**src/hdl/fir32_pkg.sv**
```systemverilog
// Shared constants, types and the coefficient table of the 32-tap FIR filter.
// Used by fir32_cell, fir32_mac and the top level; depends on nothing else.
`default_nettype none
package fir32_pkg;

	localparam int TAPS        = 32;
	localparam int SAMPLE_BITS = 16;
	localparam int COEF_BITS   = 16;
	localparam int COEF_SHIFT  = 12;
	localparam int ROM_COUNT   = 32;
	localparam int TAP_IDX_W   = $clog2(TAPS);
	localparam int ROM_IDX_W   = $clog2(ROM_COUNT);
	localparam int COEF_IDX_W  = 8;
	localparam int PROD_W      = SAMPLE_BITS + COEF_BITS;
	localparam int ACC_W       = PROD_W + TAP_IDX_W + 1;
	localparam int SH_W        = ACC_W - COEF_SHIFT;

	// Coefficients, signed Q4.12
	localparam logic signed [COEF_BITS-1:0] COEF_ROM [ROM_COUNT] = '{
		16'sd12033, -16'sd555,  -16'sd1437, -16'sd1297, -16'sd2827, 16'sd103,   16'sd45,    -16'sd421,
		16'sd74,    -16'sd668,  16'sd350,   -16'sd578,  16'sd118,   -16'sd666,  -16'sd550,  16'sd1016,
		16'sd179,   16'sd243,   -16'sd1051, -16'sd1213, -16'sd328,  -16'sd394,  -16'sd158,  -16'sd587,
		-16'sd401,  -16'sd16,   16'sd576,   16'sd1525,  -16'sd1541, -16'sd1146, -16'sd704,  16'sd521
	};

	// Control from the sequencer to the multiply-accumulate unit
	typedef struct packed {
		logic clear;
		logic mul_en;
	} mac_ctrl_t;

	// Saturated result of one accumulation
	typedef struct packed {
		logic signed [SAMPLE_BITS-1:0] value;
		logic                          sat;
	} mac_result_t;

	// Look up tap k; taps past the table use zero
	function automatic logic signed [COEF_BITS-1:0] coef_at(input logic [COEF_IDX_W-1:0] k);
		logic signed [COEF_BITS-1:0] c;
		c = '0;
		if (k < COEF_IDX_W'(ROM_COUNT)) begin
			c = COEF_ROM[k[ROM_IDX_W-1:0]];
		end
		return c;
	endfunction

endpackage
`default_nettype wire

```
**src/hdl/fir32_cell.sv**
```systemverilog
// One delay-line cell: a sample register that takes its neighbor's value on advance.
// Depends on fir32_pkg for the sample width.
`default_nettype none
module fir32_cell (
	input  wire logic                                    clk,
	input  wire logic                                    arst_n,
	input  wire logic                                    shift_en,
	input  wire logic signed [fir32_pkg::SAMPLE_BITS-1:0] d,
	output logic signed [fir32_pkg::SAMPLE_BITS-1:0]      q
);

	logic signed [fir32_pkg::SAMPLE_BITS-1:0] sample_q;

	// Advance the sample from the neighbor
	always_ff @(posedge clk or negedge arst_n) begin
		if (!arst_n) begin
			sample_q <= '0;
		end else if (shift_en) begin
			sample_q <= d;
		end
	end

	assign q = sample_q;

endmodule
`default_nettype wire

```
**src/hdl/fir32_mac.sv**
```systemverilog
// Multiply-accumulate unit: registered product, wide accumulator, shift and saturate.
// Depends on fir32_pkg for widths and the control/result structs.
`default_nettype none
module fir32_mac (
	input  wire logic                                    clk,
	input  wire logic                                    arst_n,
	input  wire fir32_pkg::mac_ctrl_t                     ctrl,
	input  wire logic signed [fir32_pkg::SAMPLE_BITS-1:0] sample,
	input  wire logic signed [fir32_pkg::COEF_BITS-1:0]   coef,
	output fir32_pkg::mac_result_t                        result
);

	localparam logic signed [fir32_pkg::SH_W-1:0] SH_MAX =
		fir32_pkg::SH_W'((64'sd1 <<< (fir32_pkg::SAMPLE_BITS - 1)) - 64'sd1);
	localparam logic signed [fir32_pkg::SH_W-1:0] SH_MIN = -SH_MAX - 1;

	logic signed [fir32_pkg::PROD_W-1:0] prod_s1;
	logic                                prod_valid_s1;
	logic signed [fir32_pkg::ACC_W-1:0]  acc_q;
	logic signed [fir32_pkg::SH_W-1:0]   shifted;

	// Register the product of one tap
	always_ff @(posedge clk) begin
		prod_s1 <= sample * coef;
	end

	always_ff @(posedge clk or negedge arst_n) begin
		if (!arst_n) begin
			prod_valid_s1 <= 1'b0;
		end else begin
			prod_valid_s1 <= ctrl.mul_en;
		end
	end

	// Accumulate registered products; clear at the start of a sample
	always_ff @(posedge clk or negedge arst_n) begin
		if (!arst_n) begin
			acc_q <= '0;
		end else if (ctrl.clear) begin
			acc_q <= '0;
		end else if (prod_valid_s1) begin
			acc_q <= acc_q + fir32_pkg::ACC_W'(prod_s1);
		end
	end

	// Drop the fraction bits (floor) and clip to the sample range
	always_comb begin
		shifted      = acc_q[fir32_pkg::ACC_W-1:fir32_pkg::COEF_SHIFT];
		result.sat   = 1'b0;
		result.value = shifted[fir32_pkg::SAMPLE_BITS-1:0];
		if (shifted > SH_MAX) begin
			result.sat   = 1'b1;
			result.value = SH_MAX[fir32_pkg::SAMPLE_BITS-1:0];
		end else if (shifted < SH_MIN) begin
			result.sat   = 1'b1;
			result.value = SH_MIN[fir32_pkg::SAMPLE_BITS-1:0];
		end
	end

endmodule
`default_nettype wire

```
**src/hdl/fir_filter_32tap_fixed_coef_top.sv**
```systemverilog
// Top level of the 32-tap fixed-coefficient FIR filter: delay-line ring of cells,
// sequencer and output register. Depends on fir32_pkg, fir32_cell and fir32_mac.
//
// Usage:
//   Input channel sample_in / in_valid / in_ready takes one signed Q1.15 sample
//   per request. Output channel sample_out, saturated / out_valid / out_ready
//   returns one filtered, saturated sample per input, in order.
//   The samples live in a ring of 32 cells, tap 0 in the first cell. A new
//   sample shifts into the ring; then the ring rotates once per cycle through
//   all taps, so each tap passes the last cell and meets one multiplier while the
//   ring comes back to where it started.
//   Order of events: the shift happens at the input request edge; then the
//   ring rotates and multiplies, the accumulator drains, and the result is
//   saturated and loaded. One sample is in flight at a time, set by the
//   single shared multiplier walking the 32 taps: a new sample is taken only
//   when the sequencer is back in idle.
//   A finished result waits in the output register; the next sample is taken
//   meanwhile, and only its own result waits for out_ready.
//   Reset (arst_n low) clears the delay line, the sequencer and out_valid.
`default_nettype none
module fir_filter_32tap_fixed_coef_top (
	input  wire logic                                    clk,
	input  wire logic                                    arst_n,
	input  wire logic signed [fir32_pkg::SAMPLE_BITS-1:0] sample_in,
	input  wire logic                                    in_valid,
	output logic                                         in_ready,
	output logic signed [fir32_pkg::SAMPLE_BITS-1:0]      sample_out,
	output logic                                         saturated,
	output logic                                         out_valid,
	input  wire logic                                    out_ready
);

	localparam logic [1:0] ST_IDLE  = 2'd0;
	localparam logic [1:0] ST_RUN   = 2'd1;
	localparam logic [1:0] ST_DRAIN = 2'd2;
	localparam logic [1:0] ST_DONE  = 2'd3;
	localparam logic [fir32_pkg::TAP_IDX_W-1:0] LAST_TAP = fir32_pkg::TAP_IDX_W'(fir32_pkg::TAPS - 1);

	logic [1:0]                               state_q;
	logic [fir32_pkg::TAP_IDX_W-1:0]          step_q;
	logic                                     in_fire;
	logic                                     out_free;
	logic                                     shift_en;
	logic signed [fir32_pkg::SAMPLE_BITS-1:0] tap_q [fir32_pkg::TAPS];
	logic signed [fir32_pkg::SAMPLE_BITS-1:0] ring_in;
	logic [fir32_pkg::TAP_IDX_W-1:0]          coef_idx;
	logic signed [fir32_pkg::COEF_BITS-1:0]   coef;
	fir32_pkg::mac_ctrl_t                     mac_ctrl;
	fir32_pkg::mac_result_t                   mac_res;
	logic signed [fir32_pkg::SAMPLE_BITS-1:0] sample_out_q;
	logic                                     saturated_q;
	logic                                     out_valid_q;

	assign in_ready = (state_q == ST_IDLE);
	assign in_fire  = in_valid && in_ready;
	assign out_free = !out_valid_q || out_ready;

	// Shift in a new sample, or rotate the ring during the tap walk
	assign shift_en = in_fire || (state_q == ST_RUN);
	assign ring_in  = in_fire ? sample_in : tap_q[fir32_pkg::TAPS-1];

	for (genvar i = 0; i < fir32_pkg::TAPS; i++) begin : g_cell
		if (i == 0) begin : g_head
			fir32_cell u_cell (
				.clk      (clk),
				.arst_n   (arst_n),
				.shift_en (shift_en),
				.d        (ring_in),
				.q        (tap_q[i])
			);
		end else begin : g_body
			fir32_cell u_cell (
				.clk      (clk),
				.arst_n   (arst_n),
				.shift_en (shift_en),
				.d        (tap_q[i-1]),
				.q        (tap_q[i])
			);
		end
	end

	// The last cell holds tap (TAPS-1-step) at step step
	assign coef_idx = LAST_TAP - step_q;
	assign coef     = fir32_pkg::coef_at(fir32_pkg::COEF_IDX_W'(coef_idx));

	assign mac_ctrl.clear  = in_fire;
	assign mac_ctrl.mul_en = (state_q == ST_RUN);

	fir32_mac u_mac (
		.clk    (clk),
		.arst_n (arst_n),
		.ctrl   (mac_ctrl),
		.sample (tap_q[fir32_pkg::TAPS-1]),
		.coef   (coef),
		.result (mac_res)
	);

	// Sequence: shift in, walk the taps, drain the product, hand off the result
	always_ff @(posedge clk or negedge arst_n) begin
		if (!arst_n) begin
			state_q <= ST_IDLE;
			step_q  <= '0;
		end else begin
			case (state_q)
				ST_IDLE: begin
					if (in_fire) begin
						state_q <= ST_RUN;
						step_q  <= '0;
					end
				end
				ST_RUN: begin
					step_q <= step_q + 1'b1;
					if (step_q == LAST_TAP) begin
						state_q <= ST_DRAIN;
					end
				end
				ST_DRAIN: begin
					state_q <= ST_DONE;
				end
				ST_DONE: begin
					if (out_free) begin
						state_q <= ST_IDLE;
					end
				end
				default: begin
					state_q <= ST_IDLE;
				end
			endcase
		end
	end

	// Hold the result until the receiver takes it
	always_ff @(posedge clk or negedge arst_n) begin
		if (!arst_n) begin
			out_valid_q <= 1'b0;
		end else if ((state_q == ST_DONE) && out_free) begin
			out_valid_q <= 1'b1;
		end else if (out_ready) begin
			out_valid_q <= 1'b0;
		end
	end

	always_ff @(posedge clk) begin
		if ((state_q == ST_DONE) && out_free) begin
			sample_out_q <= mac_res.value;
			saturated_q  <= mac_res.sat;
		end
	end

	assign sample_out = sample_out_q;
	assign saturated  = saturated_q;
	assign out_valid  = out_valid_q;

endmodule
`default_nettype wire

```
**config.mk**
```make
export PLATFORM = sky130hd
export DESIGN_NAME = fir_filter_32tap_fixed_coef_top
export DESIGN_NICKNAME = d
export VERILOG_FILES = /design/src/hdl/fir32_pkg.sv /design/src/hdl/fir32_cell.sv /design/src/hdl/fir32_mac.sv /design/src/hdl/fir_filter_32tap_fixed_coef_top.sv
export SDC_FILE = /design/constraint.sdc
export NUM_CORES = 2
export LEC_CHECK = 0
export BUFFER_PORTS_ARGS = -buffer_cell sky130_fd_sc_hd__clkbuf_2
export CORE_AREA = 2 2 280 282
export DETAILED_ROUTE_END_ITERATION = 12
export DIE_AREA = 0 0 282 284
export GPL_ROUTABILITY_DRIVEN = 1
export PLACE_DENSITY = 0.6
export SETUP_SLACK_MARGIN = 0.02
export SYNTH_ARGS = -nofsm -noshare
export SYNTH_HDL_FRONTEND = slang
export SYNTH_SLANG_ARGS = --single-unit
```
**constraint.sdc**
```tcl
create_clock -name clk -period 19.6 [get_ports clk]
set_input_delay 1.96 -clock clk [delete_from_list [all_inputs] [get_ports clk]]
set_output_delay 1.96 -clock clk [all_outputs]
set_load 0.005 [all_outputs]
```
## After elaboration in Yosys (flattened, before gate mapping)

Memories as Yosys holds them, arrays and structs flattened.
Cells that the tools add are included.

- Bits in registers: 608
- Latch bits: 0
- RAM bits: 0
- ROM bits: 512
- Logic and storage cells: 81
- Memories kept: 1

Memory list:

| memory | depth | bits a word | read ports | clocked after memory_dff | wr ports | line | RTL |
|---|---|---|---|---|---|---|---|
| (name not given) | 32 | 16 | 1 | 0 | 0 | fir32_pkg.sv:43 | `c = COEF_ROM[k[ROM_IDX_W-1:0]];` |

- $add $sub $neg: 3
- Multipliers: 1
- Divide/modulo/power cells: 0
- Magnitude comparators: 3
- Eq/ne operators: 7
- Shifts and indexed selects: 0
- Mux-type cells: 14
- Bitwise operators: 1
- Reduce and logical (&&, ||, !) cells: 11

Operators by type and width:

| kind | count |
|---|---|
| 38-bit two-way mux | 2 |
| 16-bit two-way mux | 3 |
| 38-bit by 32-bit adder with 38-bit output | 1 |
| 16-bit by 16-bit multiplier with 32-bit output | 1 |
| 26-bit by 16-bit greater-than comparator with 1-bit output, second input constant | 1 |
| 26-bit by 16-bit < comparator with 1-bit output, second input constant | 1 |
| 17-bit two-way mux | 1 |
| 5-bit case mux with 2 select lines | 1 |
| 2-bit case mux with 4 select lines | 1 |
| 6-bit greater-or-equal comparator, second input constant | 1 |
| 2-bit two-way mux | 3 |
| 5-bit NOT with 6-bit output | 1 |
| 2-bit nonzero test | 3 |
| 5-bit by 1-bit adder with 5-bit output, second input constant | 1 |
| 5-bit == test, second input constant | 1 |
| 5-bit two-way mux | 1 |
| 5-bit subtractor, first input constant | 1 |
| 2-bit == test, second input constant | 2 |
| 2-bit != test, second input constant | 2 |
| 3-bit AND reduction | 1 |
| 2-bit by 1-bit == test with 1-bit output, second input constant | 1 |
| 1-bit logical AND | 2 |
| 2-bit zero test | 1 |
| 1-bit logical OR | 2 |
| other kinds (4) | 5 |

## Depth between registers and ports, before layout

- Depth in word-level cells: 6
- Depth in mapped cells: 34
- Mapped depth without buffers: 31

## Modules after synthesis

Synthesis repeated with hierarchy kept, for this count alone.

- Cell total of the unflattened synthesis: 2833
- Area, all modules: 36769.0 sq um

Modules (own cells, without submodules):

| module | times used | cells an instance | area each (sq um) | seq. area each (sq um) |
|---|---|---|---|---|
| fir32_cell | 32 | 34 | 649.4 | 400.4 |
| fir32_mac | 1 | 1561 | 14112.3 | 1616.6 |
| fir_filter_32tap_fixed_coef_top | 1 | 184 | 1876.8 | 710.7 |

## Worst setup path after synthesis

No wires, ideal clock.

- Path type: register to register
- Start: register step_q[0] (netlist bit)
- End: register u_mac.prod_s1[30] (netlist bit)
- Arrival: 7543 ps
- Required time: 19528 ps
- Setup slack: 11985 ps
- Stages on the path, launching flop included: 30
- Clock period less this slack: 7615 ps
- Cells stage by stage: dfrtp_1 -> clkbuf_1 -> inv_1 -> ha_1 -> clkbuf_1 -> mux4_2 -> a21oi_1 -> clkbuf_1 -> nand2_1 -> inv_1 -> fa_1 -> inv_1 -> fa_1 -> inv_1 -> fa_1 -> fa_1 -> fa_1 -> inv_1 -> fa_1 -> inv_1 -> ha_1 -> a211o_1 -> a21oi_1 -> nor2b_1 -> nor3_1 -> a21o_1 -> nor4_1 -> o31ai_1 -> o41ai_1 -> xnor2_1

- Word-level cells in the longest chain between the ends: 6

RTL lines:

| what | line | RTL |
|---|---|---|
| from (decl) | fir_filter_32tap_fixed_coef_top.sv:40 | `logic [fir32_pkg::TAP_IDX_W-1:0] step_q;` |
| from (signal assigned) | fir_filter_32tap_fixed_coef_top.sv:112 | `step_q <= step_q + 1'b1;` |
| 5-bit subtractor | fir_filter_32tap_fixed_coef_top.sv:83 | `assign coef_idx = LAST_TAP - step_q;` |
| 5-bit NOT with 6-bit output (not written as such) | fir32_pkg.sv:43 |  |
| memory 32 x 16 bit | -- |  |
| 16-bit two-way mux (not written as such) (2 in a row) | fir32_pkg.sv:43 |  |
| 16-bit by 16-bit multiplier with 32-bit output | fir32_mac.sv:24 | `prod_s1 <= sample * coef;` |
| to (signal assigned) | fir32_mac.sv:24 |  |
| to (decl) | fir32_mac.sv:17 | `logic signed [fir32_pkg::PROD_W-1:0] prod_s1;` |

Every way passes these cells. The select of a mux whose other input is x is not followed.
A chain may end at the register's enable or synchronous reset.

## Worst setup path in the final report

- Start: register step_q[3] (netlist bit)
- End: register u_mac.prod_s1[30] (netlist bit)

Same word-level chain as after synthesis.

==> results by group <==
Setup path
  • Setup CP Type: flip-flop to flip-flop
  • Reg2Reg Setup Slack: approximately 10 ns
  • CP max FO: 31
  • Crit path top cell by count: fa_1
  • CP required: 20.11 ns
  • Worst setup EP type: flip-flop
  • Crit path DAT: 9.94 ns
  • Startpoint types: flip-flop
  • Delay of the slowest critical-path stage: 0.97 ns
  • Critical Path Slowest Stage Cell: dfrtp_1

Drt
  • Total number of vias: 19900
  • Routed WL: 62.6 mm
  • Vias per Instance: 5.06
  • Avg WL per Cell: between 15 and 20 microns
  • First DRT Iteration DRCs: 1110
  • Drt drc: 0
  • Final ANT Viol Nets: 0
  • DR pass1 iterations: 5

Timing
  • Slew Limit Fails: 0
  • Hold Vio Cnt, Final: 0
  • Tcrit/Tclk final: 48.1%
  • Worst clock skew: 0.0541 ns
  • Slew margin rel.: between 20% and 30%
  • Endpoints failing setup: 0
  • Hold slack: around 0.47 ns
  • Post-layout minimum cycle time: 9.42 ns
  • Fin Setup TNS: 0 ns
  • RSZ-0062 raised after global routing: no
  • Final setup margin: 10.18 ns
  • Max Clk Rate: 0.106 GHz
  • Worst-margin pin slew: 1.19 ns

Synthesis
  • Syn_nets: 3252
  • Asr flop ratio synth: 91.9%
  • Synth Register Bits: 608
  • Post-synth cell types: 63
  • Syn_area_per_cell: 12.1 sq um
  • Cells after Synth: 2837
  • Synth Flop Type: dfrtp_1
  • Sequential area share after synthesis: 44.0%
  • EDFF count, synth: 17
  • Ys Warns: 0
  • Synth Cell Area: 0.0344 sq mm

Clock tree
  • Reg clk slew, reported paths: 0.06 ns
  • Hold buffer count at cts: 0
  • Post-CTS setup buffer count: 0
  • Clock Latency Late Sink: 0.62 ns
  • Num CTS Buffers: between 60 and 70
  • TritonCTS clock tree: built
  • H-tree levels: 3
  • Cts repair resizes: 0
  • Sinks on Clock Net: 608
  • Clock Path Buffers: 3
  • Root buffer selected by CTS: clkbuf_16

Placement
  • Setup WS pre-CTS: 10.32 ns
  • Buffers on Ports: 38
  • Cell area after placement: 0.0357 sq mm
  • Routability cong.: 0.845
  • Placed cells: about 3800
  • Post-DP HPWL: 44.2 mm

Layout
  • Layout Nets: 3260
  • Most frequent cells in the layout: dfrtp_1, mux2_2, inv_1
  • Share of cells above drive strength 1: a little under a quarter
  • Synth-to-Final Area Change: 10.4%
  • Commonest non-fill, non-tap cell in the layout: dfrtp_1
  • Final instance area: 0.0380 sq mm
  • Finished Layout Cells: 3937
  • Util after Layout: 49.4%

Global routing
  • Total grt overflow: 0
  • Vias in the first global route: ~21000
  • First-pass GRT wire length: around 110 mm
  • Total global-route track usage: between 15 and 20%
  • Largest net degree at the start of global routing: 94
  • Initial antenna violation count: 0

Power and ir drop
  • Flop pwr share: 34.7%
  • Clock power share: 27.7%
  • Cell-internal power: 3.04 mW
  • Total chip power: 4.66 mW
  • Power share of the combinational group: 37.6%
  • Switch Pwr: 1.62 mW
  • VDD IR max: 0.0000895 V
  • Switch share: 34.9%
  • Leakage: slightly below 20 nW
  • Power density over the cells: 123 mW/mm^2

Floorplanning
  • Num ports: 39
  • Die Y: between 200 and 300 microns
  • Initial Utilization: approximately 45%
  • Row count: 102
  • Core box area: 0.0770 sq mm
  • Die area: 0.0801 sq mm
  • Die width: around 280 microns

Run
  • Max-cap viol count: 0

Worst hold path
  • Min-delay worst type: flip-flop to flip-flop

Run status
  • Status: finished, final reports clean
-- cell families (layout without fill, tap and decap cells) --
family          count (synthesis)  after routing  synth area share (%)
compound gates                269            269                  4.86
xor+xnor                       61             61                  1.55
fa+ha+maj                     395            395                  20.1
buf+inv                       463            522                  5.05
flops                         608            608                  44.0
mux                           531            531                  17.3
other cells                     0              1                     0
simple gates                  510            510                  7.22
-- worst max-delay path, delay by kind of cell, from the launching register on --
| family | cells | cell delay (ns) |
|---|---|---|
| adders and majority gates | 7 | 3.52 |
| xor gates and xnor gates | 1 | 0.18 |
| DFF | 1 | 0.97 |
| and+or+nand+nor | 7 | 1.45 |
| AOI/OAI and AO/OA | 7 | 1.69 |
| buffers and inverters | 6 | 1.47 |
-- cells in the mapped netlist (all sizes together), types with 21 or more instances --
library cell    n  area share, %
nor3           21           0.31
and2          111            2.0
clkbuf        122            1.3
mux2i          29           0.84
ha            133            4.8
mux2          501             16
dfrtp         559             41
inv           335            3.7
xnor2          42            1.1
nand2         190            2.1
nand3          32           0.47
o21a           23           0.50
dfxtp          32            1.9
a21oi          76            1.1
fa            262             15
o21ai          75            1.1
nor2           80           0.87
-- layer usage --
layer | wire, microns | global-route usage, % | share of wire [%]
met1 | 30100 | 23.3 | 48
met2 | 29100 | 25.9 | 47
met3 | 2210 | 2.60 | 3.5
met4 | 1210 | 4.35 | 1.9
met5 | 0 | 0 | 0
-- power groups by stage --
stage	Combinational, mW	Clock (mW)	Sequential [mW]
2_1_floorplan	1.40	0	1.59
3_3_place_gp	1.72	0	1.63
3_5_place_dp	1.77	0	1.64
4_1_cts	1.77	1.33	1.62
5_1_grt	1.96	1.39	1.64
6_report	1.75	1.29	1.62
-- flip-flops by register name, summed over array words and instances (netlist names) --
signal                  flops
state_q                     2
saturated                   1
u_mac.acc_q                38
out_valid                   1
u_mac.prod_valid_s1         1
g_cell.g_head.u_cell.q     16
sample_out                 16
g_cell.g_body.u_cell.q    496
step_q                      5
u_mac.prod_s1              32
-- path summary, 6_finish.rpt --
check,start,to,cells after the start
max,step_q[3],u_mac.prod_s1[30],28
min,g_cell[12].g_body.u_cell.q[1],g_cell[13].g_body.u_cell.q[1],1
max reg2reg,step_q[3],u_mac.prod_s1[30],28
min reg2reg,g_cell[12].g_body.u_cell.q[1],g_cell[13].g_body.u_cell.q[1],1
max in group asynchronous,arst_n,g_cell[1].g_body.u_cell.q[12],4
min in group asynchronous,arst_n,u_mac.acc_q[33],1
-- cell type report --
cell class                 count  area [sq um]
fill                        6808         39000
clock buffer                  94          1890
clock inverter                25           433
multi-input combinational   1766         17600
timing repair buffer          66           410
tap                         1040          1300
antenna                        1          2.50
sequential                   608         15100
inverter                     337          1260
Power figures use the tool's default switching activity.
